--- config.mk ---
export PLATFORM = sky130hd
export DESIGN_NAME = round_robin_slice_scheduler_core
export DESIGN_NICKNAME = d
export VERILOG_FILES = /design/src/rrss_pkg.sv /design/src/rrss_cell.sv /design/src/rrss_queue.sv /design/src/round_robin_slice_scheduler_core.sv
export VERILOG_INCLUDE_DIRS = /design/src /design/src/src
export SDC_FILE = /design/constraint.sdc
export NUM_CORES = 1
export LEC_CHECK = 0
export BUFFER_PORTS_ARGS = -buffer_cell sky130_fd_sc_hd__buf_2
export CAP_MARGIN = 20
export CORE_MARGIN = 4
export CORE_UTILIZATION = 55
export DETAILED_ROUTE_END_ITERATION = 8
export GPL_ROUTABILITY_DRIVEN = 0
export PLACE_DENSITY = 0.72
export RECOVER_POWER = 25
export SLEW_MARGIN = 30
export SYNTH_ARGS = -nofsm -noshare
export SYNTH_HDL_FRONTEND = slang
export SYNTH_SLANG_ARGS = --single-unit
--- constraint.sdc ---
create_clock -name i_clk -period 5.9 [get_ports i_clk]
set_clock_uncertainty 0.05 [all_clocks]
set_input_delay 0.885 -clock i_clk [delete_from_list [all_inputs] [get_ports i_clk]]
set_output_delay 0.885 -clock i_clk [all_outputs]
set_load 0.01 [all_outputs]
--- src/assert_macros.svh ---
// ----------------------------------------------------------------------------
// Assertion macros shared by the scheduler RTL.
// ----------------------------------------------------------------------------
`ifndef ASSERT_MACROS_SVH
`define ASSERT_MACROS_SVH

// A property that must hold at every clock edge outside reset.
`define ASSERT_ON(lbl, clk, rst_n, prop, msg) \
    lbl: assert property (@(posedge clk) disable iff (!rst_n) prop) \
        else $error(msg);

// A condition that must never be seen at a clock edge outside reset.
`define ASSERT_NEVER(lbl, clk, rst_n, cond, msg) \
    lbl: assert property (@(posedge clk) disable iff (!rst_n) !(cond)) \
        else $error(msg);

`endif

--- src/rrss_pkg.sv ---
// ----------------------------------------------------------------------------
// rrss_pkg
// Types and constants of the round-robin slice scheduler.
// ----------------------------------------------------------------------------
`timescale 1ns / 1ps

package rrss_pkg;

    localparam int TASK_W      = 4;
    localparam int TASK_IDS    = 1 << TASK_W;
    localparam int SLICE_W     = 8;
    localparam int COUNT_OUT_W = 5;

    localparam logic [SLICE_W-1:0] SLICE_RESET = 8'd10;

    typedef enum logic [1:0] {
        REQ_ADD    = 2'd0,
        REQ_REMOVE = 2'd1,
        REQ_TICK   = 2'd2,
        REQ_YIELD  = 2'd3
    } t_req;

    typedef enum logic [1:0] {
        ERR_OK    = 2'd0,
        ERR_EMPTY = 2'd1,
        ERR_BAD   = 2'd2
    } t_err;

    typedef enum logic [1:0] {
        OP_NONE,
        OP_APPEND,
        OP_REMOVE,
        OP_ROTATE
    } t_cell_op;

    // Command broadcast to every cell of the queue.
    typedef struct packed {
        t_cell_op            op;
        logic [TASK_W-1:0]   key;
    } t_cell_ctl;

    // Contents of one queue cell as seen by its neighbors.
    typedef struct packed {
        logic                vld;
        logic [TASK_W-1:0]   tsk;
    } t_cell_link;

endpackage

--- src/rrss_cell.sv ---
// ----------------------------------------------------------------------------
// rrss_cell
// One slot of the ready queue. It compares its task with the broadcast key
// and, on a command, takes its neighbor's task or the key.
// ----------------------------------------------------------------------------
`timescale 1ns / 1ps

module rrss_cell
    import rrss_pkg::*;
(
    input  logic       i_clk,
    input  logic       i_rst_n,
    input  logic       i_first,
    input  t_cell_ctl  i_ctl,
    input  logic       i_seen,
    input  logic       i_prev_vld,
    input  t_cell_link i_next,
    output t_cell_link o_link,
    output logic       o_seen,
    output logic       o_match
);

    logic              r_vld;
    logic [TASK_W-1:0] r_tsk;
    logic              n_vld;
    logic [TASK_W-1:0] n_tsk;
    logic              seen_incl;

    assign o_match   = r_vld && (r_tsk == i_ctl.key);
    assign seen_incl = i_seen | o_match;
    assign o_seen    = seen_incl;
    assign o_link    = '{vld: r_vld, tsk: r_tsk};

    // On remove and rotate, cells at or behind the match move up one place.
    always_comb begin
        n_vld = r_vld;
        n_tsk = r_tsk;
        unique case (i_ctl.op)
            OP_NONE: begin
            end
            OP_APPEND: begin
                if (!r_vld && i_prev_vld) begin
                    n_vld = 1'b1;
                    n_tsk = i_ctl.key;
                end
            end
            OP_REMOVE: begin
                if (seen_incl) begin
                    n_vld = i_next.vld;
                    n_tsk = i_next.tsk;
                end
            end
            OP_ROTATE: begin
                // The tail cell receives the rotated task itself.
                if (seen_incl && r_vld) begin
                    n_tsk = i_next.vld ? i_next.tsk : i_ctl.key;
                end
            end
            default: begin
            end
        endcase
    end

    always_ff @(posedge i_clk) begin
        if (!i_rst_n) begin
            r_vld <= i_first;
            r_tsk <= '0;
        end else begin
            r_vld <= n_vld;
            r_tsk <= n_tsk;
        end
    end

endmodule

--- src/rrss_queue.sv ---
// ----------------------------------------------------------------------------
// rrss_queue
// Ready queue built as a chain of cells, head at cell 0.
// ----------------------------------------------------------------------------
`timescale 1ns / 1ps
`include "assert_macros.svh"

module rrss_queue
    import rrss_pkg::*;
#(
    parameter int DEPTH = 16
) (
    input  logic             i_clk,
    input  logic             i_rst_n,
    input  t_cell_ctl        i_ctl,
    output t_cell_link       o_head,
    output logic             o_found,
    output logic             o_full,
    output logic [DEPTH-1:0] o_vld
);

    t_cell_link           links [DEPTH];
    logic [DEPTH:0]       seen;
    logic [DEPTH-1:0]     match;

    assign seen[0] = 1'b0;

    for (genvar g = 0; g < DEPTH; g++) begin : g_cell
        t_cell_link next_link;
        logic       prev_vld;

        if (g == DEPTH - 1) begin : g_tail
            assign next_link = '{vld: 1'b0, tsk: '0};
        end else begin : g_mid
            assign next_link = links[g+1];
        end

        if (g == 0) begin : g_head
            assign prev_vld = 1'b1;
        end else begin : g_body
            assign prev_vld = links[g-1].vld;
        end

        rrss_cell u_cell (
            .i_clk      (i_clk),
            .i_rst_n    (i_rst_n),
            .i_first    (g == 0),
            .i_ctl      (i_ctl),
            .i_seen     (seen[g]),
            .i_prev_vld (prev_vld),
            .i_next     (next_link),
            .o_link     (links[g]),
            .o_seen     (seen[g+1]),
            .o_match    (match[g])
        );

        assign o_vld[g] = links[g].vld;
    end

    assign o_head  = links[0];
    assign o_found = seen[DEPTH];
    assign o_full  = links[DEPTH-1].vld;

    `ASSERT_ON(a_single_match, i_clk, i_rst_n, $onehot0(match), "task held by two cells")
    `ASSERT_NEVER(a_gap_in_queue, i_clk, i_rst_n, (o_vld & (o_vld + DEPTH'(1))) != '0, "queue has a gap")

endmodule

--- src/round_robin_slice_scheduler_core.sv ---
// ----------------------------------------------------------------------------
// round_robin_slice_scheduler_core
// Round-robin scheduler of up to sixteen tasks with a time slice per task.
// Each request transaction (add, remove, tick, yield) yields one result
// transaction with the running task, a switch flag, an error code and the
// queue length. A request is accepted in S_IDLE, where the chain of queue
// cells searches and shifts in place; in S_DISP the queue head is dispatched
// and the result is written to the output register. S_DISP holds while that
// register is still occupied and not taken. Slice length writes are taken in
// every cycle and apply to later requests.
// ----------------------------------------------------------------------------
`timescale 1ns / 1ps
`include "assert_macros.svh"

module round_robin_slice_scheduler_core
    import rrss_pkg::*;
#(
    parameter int MAX_TASKS = 16
) (
    input  logic                   i_clk,
    input  logic                   i_rst_n,
    // configuration
    input  logic                   i_cfg_valid,
    output logic                   o_cfg_ready,
    input  logic [SLICE_W-1:0]     i_slice_length,
    // requests
    input  logic                   i_valid,
    output logic                   o_ready,
    input  logic [1:0]             i_req_type,
    input  logic [TASK_W-1:0]      i_task_id,
    // results
    output logic                   o_valid,
    input  logic                   i_ready,
    output logic [TASK_W-1:0]      o_current_task,
    output logic                   o_switched,
    output logic [1:0]             o_error_code,
    output logic [COUNT_OUT_W-1:0] o_ready_count
);

    localparam int NUM_IDS = (MAX_TASKS < TASK_IDS) ? MAX_TASKS : TASK_IDS;
    localparam int SIW     = $clog2(NUM_IDS);
    localparam int CW      = $clog2(NUM_IDS + 1);

    typedef enum logic {
        S_IDLE,
        S_DISP
    } t_state;

    t_state              r_state;
    logic [SLICE_W-1:0]  r_slice_len;
    logic [SLICE_W-1:0]  r_slice [NUM_IDS];
    logic [TASK_W-1:0]   r_run;
    logic [CW-1:0]       r_count;
    t_req                r_req;
    t_err                r_err;
    logic                r_out_vld;
    logic [TASK_W-1:0]   r_out_task;
    logic                r_out_sw;
    t_err                r_out_err;
    logic [CW-1:0]       r_out_count;

    t_req                req;
    logic                accept;
    logic                tid_ok;
    logic [SLICE_W-1:0]  slice_cur;
    logic                expire;
    t_cell_ctl           ctl;
    t_err                acc_err;
    t_cell_link          head;
    logic                found;
    logic                full;
    logic [NUM_IDS-1:0]  vld_vec;
    logic [TASK_W-1:0]   disp_run;
    logic                disp_sw;
    t_err                disp_err;

    assign req       = t_req'(i_req_type);
    assign o_ready   = (r_state == S_IDLE);
    assign accept    = i_valid && o_ready;
    assign tid_ok    = (32'(i_task_id) < 32'(NUM_IDS));
    assign slice_cur = r_slice[r_run[SIW-1:0]];
    // A counter at zero counts as expired, like one at one.
    assign expire    = (slice_cur <= 8'd1);

    assign o_cfg_ready = 1'b1;

    rrss_queue #(
        .DEPTH (NUM_IDS)
    ) u_queue (
        .i_clk   (i_clk),
        .i_rst_n (i_rst_n),
        .i_ctl   (ctl),
        .o_head  (head),
        .o_found (found),
        .o_full  (full),
        .o_vld   (vld_vec)
    );

    // Queue command of the accepted transaction.
    always_comb begin
        ctl.op  = OP_NONE;
        ctl.key = (req == REQ_ADD || req == REQ_REMOVE) ? i_task_id : r_run;
        acc_err = ERR_OK;
        if (accept) begin
            unique case (req)
                REQ_ADD: begin
                    if (!tid_ok || found || full) begin
                        acc_err = ERR_BAD;
                    end else begin
                        ctl.op = OP_APPEND;
                    end
                end
                REQ_REMOVE: begin
                    if (!tid_ok || !found) begin
                        acc_err = ERR_BAD;
                    end else begin
                        ctl.op = OP_REMOVE;
                    end
                end
                REQ_TICK: begin
                    if (expire && found) begin
                        ctl.op = OP_ROTATE;
                    end
                end
                REQ_YIELD: begin
                    if (found) begin
                        ctl.op = OP_ROTATE;
                    end
                end
                default: begin
                end
            endcase
        end
    end

    // Dispatch from the queue head after tick and yield.
    always_comb begin
        disp_run = r_run;
        disp_sw  = 1'b0;
        disp_err = r_err;
        if (r_req == REQ_TICK || r_req == REQ_YIELD) begin
            if (head.vld) begin
                disp_run = head.tsk;
                disp_sw  = (head.tsk != r_run);
                disp_err = ERR_OK;
            end else begin
                disp_err = ERR_EMPTY;
            end
        end
    end

    always_ff @(posedge i_clk) begin
        if (!i_rst_n) begin
            r_slice_len <= SLICE_RESET;
        end else if (i_cfg_valid) begin
            r_slice_len <= i_slice_length;
        end
    end

    always_ff @(posedge i_clk) begin
        if (!i_rst_n) begin
            for (int i = 0; i < NUM_IDS; i++) begin
                r_slice[i] <= SLICE_RESET;
            end
        end else if (accept) begin
            if (ctl.op == OP_APPEND) begin
                r_slice[i_task_id[SIW-1:0]] <= r_slice_len;
            end else if (req == REQ_TICK) begin
                r_slice[r_run[SIW-1:0]] <= expire ? r_slice_len : slice_cur - 8'd1;
            end
        end
    end

    always_ff @(posedge i_clk) begin
        if (!i_rst_n) begin
            r_state     <= S_IDLE;
            r_run       <= '0;
            r_count     <= CW'(1);
            r_req       <= REQ_TICK;
            r_err       <= ERR_OK;
            r_out_vld   <= 1'b0;
            r_out_task  <= '0;
            r_out_sw    <= 1'b0;
            r_out_err   <= ERR_OK;
            r_out_count <= '0;
        end else begin
            unique case (r_state)
                S_IDLE: begin
                    if (r_out_vld && i_ready) begin
                        r_out_vld <= 1'b0;
                    end
                    if (accept) begin
                        r_req   <= req;
                        r_err   <= acc_err;
                        r_state <= S_DISP;
                        if (ctl.op == OP_APPEND) begin
                            r_count <= r_count + CW'(1);
                        end else if (ctl.op == OP_REMOVE) begin
                            r_count <= r_count - CW'(1);
                        end
                    end
                end
                S_DISP: begin
                    // The output register is refilled in the cycle its old
                    // transaction leaves.
                    if (!r_out_vld || i_ready) begin
                        r_run       <= disp_run;
                        r_out_vld   <= 1'b1;
                        r_out_task  <= disp_run;
                        r_out_sw    <= disp_sw;
                        r_out_err   <= disp_err;
                        r_out_count <= r_count;
                        r_state     <= S_IDLE;
                    end
                end
                default: begin
                    r_state <= S_IDLE;
                end
            endcase
        end
    end

    assign o_valid        = r_out_vld;
    assign o_current_task = r_out_task;
    assign o_switched     = r_out_sw;
    assign o_error_code   = r_out_err;
    assign o_ready_count  = COUNT_OUT_W'(r_out_count);

    `ASSERT_ON(a_count_matches_cells, i_clk, i_rst_n, int'(r_count) == $countones(vld_vec), "queue count differs from valid cells")
    `ASSERT_ON(a_run_changes_on_dispatch, i_clk, i_rst_n, (r_state != S_DISP) |=> (r_run == $past(r_run)), "running task changed outside dispatch")
    `ASSERT_NEVER(a_count_range, i_clk, i_rst_n, r_count > CW'(NUM_IDS), "queue count above capacity")
    `ASSERT_NEVER(a_switch_with_error, i_clk, i_rst_n, r_out_vld && r_out_sw && (r_out_err != ERR_OK), "switch reported together with an error")

endmodule
==> impl_metrics.yaml, run 1 <==
detailed_routing:
  wl_per_cell_um: 21.3
  drtIter0Drc: 1071
  drtPass1Iterations: 8
  finalWirelength_um: 33500
  drc: 0
  num_vias: 10000
  ant_nets: 0
  avgViaCountPerCell: 6.37
clocking:
  cts_buffers: 26
  cts_tree: "yes"
  worstSkewPairLatency_ns: 0.54
  clock-root-buffer: "clkbuf_16"
  ctsHoldBuffers: 0
  clkTransAtPathRegs_ns: 0.06
  clock-sinks: 241
  h-tree-depth: 1
  cts_buffer_depth: 3
job:
  maxCapViolCount: 1
synth:
  avgSynthCellArea_um2: 10.3
  synth.net_count: 1264
  netlist_area_um2: 12700
  synth_edf_count: 128
  synth_largest_area_cell: "edfxtp_1"
  synth_area_leaders: "edfxtp_1, dfxtp_1, mux4_2, xnor2_1, nor2_1"
  seq_area_frac_synth_pct: 47.9
  synth_cell_types: 74
  ys_warn_count: 0
  synth_top_area_share_pct: 30.2
  async_reset_ff_share_pct: 0
  synth-main-ff-cell: "edfxtp_1"
  postSynthCellCount: 1235
  synth-seq-cells: 241
cells_and_area:
  final_common_cell: "nor2_1"
  final_cell_mix: "nor2_1, edfxtp_1, nand2_1"
  fin_util_pct: 62.5
  nNetsFinal: 1296
  diodes: 0
  fin_cells: 1572
  drive_above_1_share_pct: 15.2
  synthToLayoutAreaGrowth_pct: 11.4
  stdcell_area_um2: 14200
  nFillCells: 1799
timing:
  tightest_slew_ns: 3.64
  setup_viol: 0
  fmax_mhz: 181
  layout_min_cycle_time_ns: 5.52
  maxSlewHeadroom_pct: -143
  slew_violations: 79
  hold_viol_final: 0
  fin_setup_tns_ns: 0
  period_share_pct: 93.5
  rsz0062_at_grt: "no"
floorplanning:
  start_util_pct: 56.1
  die_h_um: 160
  die_w_um: 160
  rows: 55
  core-area_um2: 22700
  dieArea_um2: 25700
  ioPinCount: 34
setup_path:
  cp_slowest_cell: "mux2_1"
  crit_family: "simple AND/OR/NAND/NOR gates"
  path_buf_inv: 3
  worstSetupPathType: "in2reg"
  worstPathArrival_ns: 5.66
  cp.required_ns: 6.05
  cp_cell_sequence: "buf_2 -> mux2_1 -> buf_12 -> xnor2_1 -> nand3_1 -> nor3_1 -> a41o_1 -> nor4_4 -> and3_1 -> o21a_1 -> nor3_1 -> ha_1 -> nor2_1 -> nand2_1 -> nor3_2 -> clkbuf_1 -> o31ai_1 -> nand2b_1 -> or2_2 -> nand2_1"
  critical_path.max_stage_delay_ns: 0.65
  startpoint_type: "input port"
  cp_max_fo: 14
  cp-end-kind: "flip-flop"
pwr:
  p_leak_uw: 0.00481
  power.share.switching_pct: 37.4
  power.density_nw_per_um2: 443
  comb_power_share_pct: 35.9
  ir_drop_mv: 0.249
  power.total_uw: 6290
  p_int_uw: 3940
  power_switching_uw: 2350
  p_seq_share_pct: 37.7
  clock_power_share_pct: 26.3
placement:
  dp.cells: 1524
  port_buffers: 32
  dpl-instance-area_um2: 13300
  hpwl_um: 22800
worst_hold_path:
  hp-class: "reg2reg"
global_routing:
  grtUsageTotal_pct: 25.7
  grt_pass1_vias: 9486
  grt-ovfl-total: 0
  grt_max_degree: 79
  antenna_found_initial: 0
  grt_pass1_wl_um: 53000
outcome:
  status: "finished with violations"
  failed_checks: "max-capacitance violations, max-slew violations"
-- state kept, by name (all words and copies together) (netlist names), named ones only --
register,cells
r_slice,128
o_switched,1
r_err,1
u_queue.g_cell.u_cell.r_tsk,64
r_state,1
o_error_code,2
o_ready_count,5
u_queue.g_cell.u_cell.r_vld,16
o_valid,1
r_slice_len,8
r_count,5
r_req,1
o_current_task,4
-- logic make-up (layout without fill, tap and decap cells) --
kind of cell | after synthesis | count (layout) | synth area share (%)
AO/OA/AOI/OAI | 243 | 243 | 13.9
multiplexers | 93 | 93 | 11.5
XOR/XNOR | 75 | 75 | 5.15
buffers and inverters | 109 | 161 | 3.71
AND/OR/NAND/NOR | 463 | 463 | 16.8
other | 1 | 1 | 0.0294
flip-flops | 241 | 241 | 47.9
adder cells (fa/ha/maj) | 10 | 10 | 1.04
-- power groups by stage --
| stage | logic, µW | registers (µW) | clock network [µW] |
|---|---|---|---|
| after detailed placement | 2230 | 2390 | 0 |
| after CTS | 2240 | 2360 | 1670 |
| final | 2260 | 2370 | 1660 |
| after global routing | 2490 | 2400 | 1760 |
| after global placement | 2200 | 2390 | 0 |
| after floorplan | 1730 | 2270 | 0 |
-- worst min-delay path, cell delays in order (launching register included) --
cell and delay (ns):
dfxtp_1 0.31, nand2_1 0.05, a21oi_1 0.05
-- Yosys cell counts, drive strengths merged, types with 14 or more instances --
master and number:
nor2 163, edfxtp 128, nand2 123, dfxtp 113, xnor2 72, nor3 66
clkbuf 58, a21oi 47, mux2i 47, o21ai 43, mux4 41, nand3 28
inv 27, a221oi 26, nand2b 25, buf 24, nor2b 24, a211oi 22
a22oi 20, a22o 17, a31oi 14
-- per-stage QoR --
step | setup WS [ns] | hold slack [ns]
finish | 0.383 | 0.403
global route | 0.116 | 0.434
CTS | 0.345 | 0.402
detailed placement | 0.0232 | 0.394
global placement | 0.137 | 0.391
floorplan | 0.441 | 0.391
-- metal layers --
metal | up-vias | routed length (µm) | track usage, %
li1 | 4610 | - | -
met1 | 4754 | 14200 | 37.4
met2 | 573 | 14500 | 38.3
met3 | 81 | 3780 | 5.65
met4 | 0 | 978 | 8.41
met5 | - | 0 | 0
-- timing repair --
| action | CTS | global route |
|---|---|---|
| endpoints found under the hold margin | 0 | 0 |
| setup endpoints to repair | 0 | 50 |
| buffers inserted | 0 | 0 |
| gates resized for setup | 0 | 3 |
-- final timing paths --
check                           slack, ns  cells after the start          endpoint             start
worst min-delay path                 0.40                      2  o_ready_count[0]  o_ready_count[0]
worst min register to register       0.40                      2  o_ready_count[0]  o_ready_count[0]
worst max register to register       0.43                     19     r_slice[3][3]         flip-flop
worst max-delay path                 0.38                     20     r_slice[3][3]     i_req_type[1]
-- area by class of cell --
cell class | instances | area, µm² | share of cell area (%)
Clock buffer | 35 | 776 | 5.46
Clock inverter | 13 | 119 | 0.837
Inverter | 27 | 101 | 0.714
Multi-Input combinational cell | 885 | 6180 | 43.5
Sequential cell | 241 | 6110 | 43.0
Tap cell | 285 | 357 | 2.51
Timing Repair Buffer | 86 | 559 | 3.94
Power figures use the tool's default switching activity.
==> run 2: changes to the inputs <==
PLACE_DENSITY = 0.82   (was 0.72)
==> impl_metrics.yaml, run 2 (synthesis gave the netlist of run 1 again) <==
outcome:
  status: "finished with violations"
  failed_checks: "max-capacitance violations, max-slew violations"
detailed_routing:
  drc: 0
  wl_met2_um: 15900
  drtIter0Drc: 1634
  wl_per_cell_um: 22.3
  highest_layer: "met4"
  avgViaCountPerCell: 6.61
  num_vias: 10300
  finalWirelength_um: 34800
  wl_met1_um: 13500
  met3WireLength_um: 4450
  ant_nets: 0
  drtPass1Iterations: 6
cells_and_area:
  reg_top3: "r_slice x128, u_queue.g_cell.u_cell.r_tsk x64, u_queue.g_cell.u_cell.r_vld x16"
  diodes: 0
  regMostFlops: "r_slice"
  largest_reg_flops: 128
  nNetsFinal: 1287
  final_common_cell: "nor2_1"
  final_cell_mix: "nor2_1, edfxtp_1, nand2_1"
  nFillCells: 1698
  drive_above_1_share_pct: 14.1
  stdcell_area_um2: 14100
  fin_util_pct: 62.2
  synthToLayoutAreaGrowth_pct: 10.8
clocking:
  cts_buffer_depth: 3
  ctsHoldBuffers: 0
  cts_setup_buffers: 0
  h-tree-depth: 1
  clkTransAtPathRegs_ns: 0.06
  cts_buffers: 24
  worstSkewPairLatency_ns: 0.53
  clock-sinks: 241
  clock-root-buffer: "clkbuf_16"
  cts_tree: "yes"
global_routing:
  grtUsageTotal_pct: 26.6
  antenna_found_initial: 0
  grt_max_degree: 79
  grt-ovfl-total: 0
  grt_pass1_vias: 9898
  grt_pass1_wl_um: 55000
worst_hold_path:
  hp-class: "reg2reg"
  hp-start: "o_ready_count[1]"
  min_path_cells: 2
timing:
  maxSlewHeadroom_pct: -141
  layout_min_cycle_time_ns: 5.62
  tightest_slew_ns: 3.61
  slew_violations: 131
  hold_viol_final: 0
  rsz0062_at_grt: "no"
  fmax_mhz: 178
  fin_setup_tns_ns: 0
  period_share_pct: 95.3
  setup_viol: 0
job:
  maxCapViolCount: 2
floorplanning:
  die_h_um: 160
  core-area_um2: 22700
  dieArea_um2: 25700
  ioPinCount: 34
  start_util_pct: 56.1
  die_w_um: 160
  rows: 55
setup_path:
  startpoint_type: "flip-flop"
  cp-end-kind: "flip-flop"
  cp.required_ns: 6.10
  worstSetupPathType: "reg2reg"
  worstSetupEndpoint: "r_slice[9][7]"
  reg2regPathDepth: 17
  rrSetupSlack_ns: 0.28
  r2r-end: "r_slice[9][7]"
  worstPathArrival_ns: 5.82
  cp_max_fo: 34
pwr:
  p_leak_uw: 0.00478
  power.density_nw_per_um2: 451
  ir_drop_mv: 0.288
placement:
  port_buffers: 32
  hpwl_um: 22700
  dpl-instance-area_um2: 13300
==> run 2: through the flow <==
step	total power, µW	hold WS (ns)	worst slack [ns]	instances
2_1_floorplan	4000	0.391	0.441	1235
3_3_place_gp	4520	0.390	0.230	1517
3_5_place_dp	4580	0.393	0.0494	1517
4_1_cts	6310	0.402	0.342	1561
5_1_grt	6670	0.429	0.0200	1561
6_report	6360	0.402	0.279	1561
==> run 2: worst max-delay path, cell delays in order (launching register included) <==
cell and delay, ns:
dfxtp_2 0.34, buf_12 0.27, mux4_2 0.60, mux4_2 0.54, inv_1 0.13, ha_1 0.26, nor2_1 0.09, nor2_1 0.27
a21oi_1 0.15, o21a_1 0.20, nor3_1 0.29, ha_1 0.23, nor2_1 0.06, nand4_1 0.18, nor2_1 0.08, nor2_1 0.84
or2_0 0.65, nor2_1 0.09
==> run 2: power by group <==
group / internal [µW] / switching [µW]
registers: 2040 / 344
clock network: 1080 / 658
logic: 909 / 1340
total: 4020 / 2340
==> run 2: layout make-up <==
cell class / instances / area (µm²) / area share (%)
clock buffers: 31 / 678 / 4.80
clock inverters: 13 / 228 / 1.61
inverters: 27 / 101 / 0.718
multi-input cells: 885 / 6170 / 43.7
flip-flops and latches: 241 / 6110 / 43.3
well taps: 285 / 357 / 2.53
repair buffers: 79 / 480 / 3.40
==> run 2: per-layer routing <==
metal  vias to the layer above  GRT usage (%)
li1                       4580              -
met1                      4935           37.3
met2                       710           41.7
met3                        95           5.70
met4                         0           8.29
met5                         -              0
==> run 2: worst min path at each step <==
stage	end	slack (ns)
global placement	o_ready_count[1]	0.39
CTS	o_ready_count[1]	0.40
detailed placement	o_ready_count[1]	0.39
floorplan	r_slice_len[1]	0.39
finish	o_ready_count[1]	0.40
global route	o_ready_count[1]	0.43
==> run 2: what timing repair did <==
item                                    CTS  global route
endpoints found under the setup margin    0            16
hold endpoints to repair                  0             0
resized for setup                         0             1
==> run 3: changes to the inputs <==
BUFFER_PORTS_ARGS = -buffer_cell sky130_fd_sc_hd__buf_4   (was -buffer_cell sky130_fd_sc_hd__buf_2)
clock period = 6.1 ns   (was 5.9 ns; I/O delays follow)
==> impl_metrics.yaml, run 3 (synthesis gave the netlist of run 1 again) <==
placement:
  hpwl_um: 23000
  port_buffers: 32
clocking:
  ctsHoldBuffers: 0
  clock-sinks: 241
  cts_tree: "yes"
  cts_buffers: 24
  h-tree-depth: 1
  clock-root-buffer: "clkbuf_16"
  worstSkewPairLatency_ns: 0.54
  cts_buffer_depth: 3
  clkTransAtPathRegs_ns: 0.07
cells_and_area:
  final_cell_mix: "nor2_1, edfxtp_1, nand2_1"
  fin_util_pct: 62.4
  largest_reg_flops: 128
  synthToLayoutAreaGrowth_pct: 11.1
  nNetsFinal: 1293
  reg_top3: "r_slice x128, u_queue.g_cell.u_cell.r_tsk x64, u_queue.g_cell.u_cell.r_vld x16"
  nFillCells: 1701
  drive_above_1_share_pct: 14.9
  final_common_cell: "nor2_1"
  regMostFlops: "r_slice"
  diodes: 0
worst_hold_path:
  hp-start: "o_ready_count[3]"
  hp-class: "reg2reg"
  hold_end: "o_ready_count[3]"
  min_path_cells: 2
timing:
  period_share_pct: 95.3
  setup_viol: 0
  fmax_mhz: 172
  fin_setup_tns_ns: 0
  slew_violations: 79
  tightest_slew_ns: 3.70
  hold_viol_final: 0
  rsz0062_at_grt: "no"
  layout_min_cycle_time_ns: 5.82
  maxSlewHeadroom_pct: -147
pwr:
  power.share.switching_pct: 37.5
  p_leak_uw: 0.00480
  p_seq_share_pct: 38.3
  comb_power_share_pct: 35.9
  power.density_nw_per_um2: 425
  clock_power_share_pct: 25.8
  power_switching_uw: 2260
  p_int_uw: 3760
  ir_drop_mv: 0.268
setup_path:
  rrSetupSlack_ns: 0.28
  cp_slowest_cell: "clkbuf_1"
  worstPathArrival_ns: 5.96
  startpoint_type: "flip-flop"
  cp-end-kind: "flip-flop"
  r2r-end: "r_slice[11][3]"
  cp.required_ns: 6.24
  path_common_cell: "nor2_1"
  cp_max_fo: 17
  cp_cell_sequence: "mux4_2 -> mux4_2 -> inv_1 -> ha_1 -> nor2_1 -> nor2_1 -> a31oi_1 -> or3_1 -> ha_1 -> nor2_1 -> nand2_1 -> nor3_1 -> buf_4 -> nand2_2 -> mux2i_1 -> clkbuf_1 -> nand3_1"
  critical_path.max_stage_delay_ns: 0.81
  worstSetupPathType: "reg2reg"
  reg2regPathDepth: 17
floorplanning:
  dieArea_um2: 25700
  rows: 55
  die_w_um: 160
  core-area_um2: 22700
  die_h_um: 160
  ioPinCount: 34
  start_util_pct: 56.1
detailed_routing:
  drtPass1Iterations: 7
  ant_nets: 0
  drc: 0
  num_vias: 10300
  finalWirelength_um: 34300
  drtIter0Drc: 1672
  avgViaCountPerCell: 6.59
  wl_per_cell_um: 21.9
outcome:
  failed_checks: "max-capacitance violations, max-slew violations"
  status: "finished with violations"
global_routing:
  grt_pass1_vias: 9990
  grt-ovfl-total: 0
  grtUsageTotal_pct: 26.1
  grt_max_degree: 79
  antenna_found_initial: 0
  grt_pass1_wl_um: 54400
job:
  maxCapViolCount: 1
==> run 3: changes by cell type in the layout (fill, tap and decap cells not counted), moves of 3 or more <==
cell,before,now
buf_4,36,64
clkbuf_16,25,28
buf_2,18,1
bufinv_16,6,1
clkbuf_2,5,1
==> run 3: cell type report <==
| class | count | area, µm² | share of cell area (%) |
|---|---|---|---|
| Clock inverter | 11 | 91.3 | 0.645 |
| Inverter | 27 | 101 | 0.716 |
| Tap cell | 285 | 357 | 2.52 |
| Sequential cell | 241 | 6110 | 43.1 |
| Clock buffer | 33 | 749 | 5.29 |
| Timing Repair Buffer | 85 | 594 | 4.20 |
| Multi-Input combinational cell | 885 | 6160 | 43.5 |
==> run 3: power by group through the flow <==
stage | Sequential (µW) | Combinational, µW | Clock (µW)
2_1_floorplan | 2200 | 1670 | 0
3_3_place_gp | 2310 | 2080 | 0
3_5_place_dp | 2320 | 2130 | 0
4_1_cts | 2290 | 2160 | 1560
5_1_grt | 2330 | 2360 | 1630
6_report | 2310 | 2160 | 1550
==> run 3: worst max-delay path by stage <==
stage	slack, ns	end	cells past startpoint	startpoint
5_1_grt	0.01	r_slice[13][1]	17	flip-flop
3_5_place_dp	0.20	r_slice[13][2]	19	i_req_type[1]
2_1_floorplan	0.61	r_slice[3][0]	20	i_req_type[1]
4_1_cts	0.35	r_slice[15][1]	18	flip-flop
3_3_place_gp	0.44	r_slice[13][0]	19	i_req_type[1]
6_report	0.28	r_slice[11][3]	17	flip-flop
==> run 3: per-layer routing <==
layer  share of wire [%]  global-route usage, %  vias up
li1                    -                      -     4593
met1                  38                   36.0     4930
met2                  46                   41.0      698
met3                  13                   5.52       99
met4                 3.2                   9.54        0
met5                   0                      0        -
==> run 3: worst max-delay path: cells and delay by family, from the launching register on <==
family | cells | cell delay, ns
buffers and inverters | 3 | 1.10
AOI/OAI and AO/OA | 1 | 0.13
muxes | 3 | 1.37
adders and majority gates | 2 | 0.45
and+or+nand+nor | 8 | 1.59
DFF | 1 | 0.75
==> run 3: what timing repair did <==
item                       CTS  global route
setup buffers                0             0
setup endpoints to repair    0            16
gates resized for setup      0             1
==> run 3: stage by stage <==
step	worst slack, ns	power [µW]	cells	cell area, µm²	hold WS (ns)
2_1_floorplan	0.611	3870	1235	12700	0.391
3_3_place_gp	0.439	4390	1523	13400	0.395
3_5_place_dp	0.199	4450	1523	13400	0.405
4_1_cts	0.348	6000	1567	14200	0.406
5_1_grt	0.00996	6320	1567	14200	0.452
6_report	0.284	6020	1567	14200	0.403
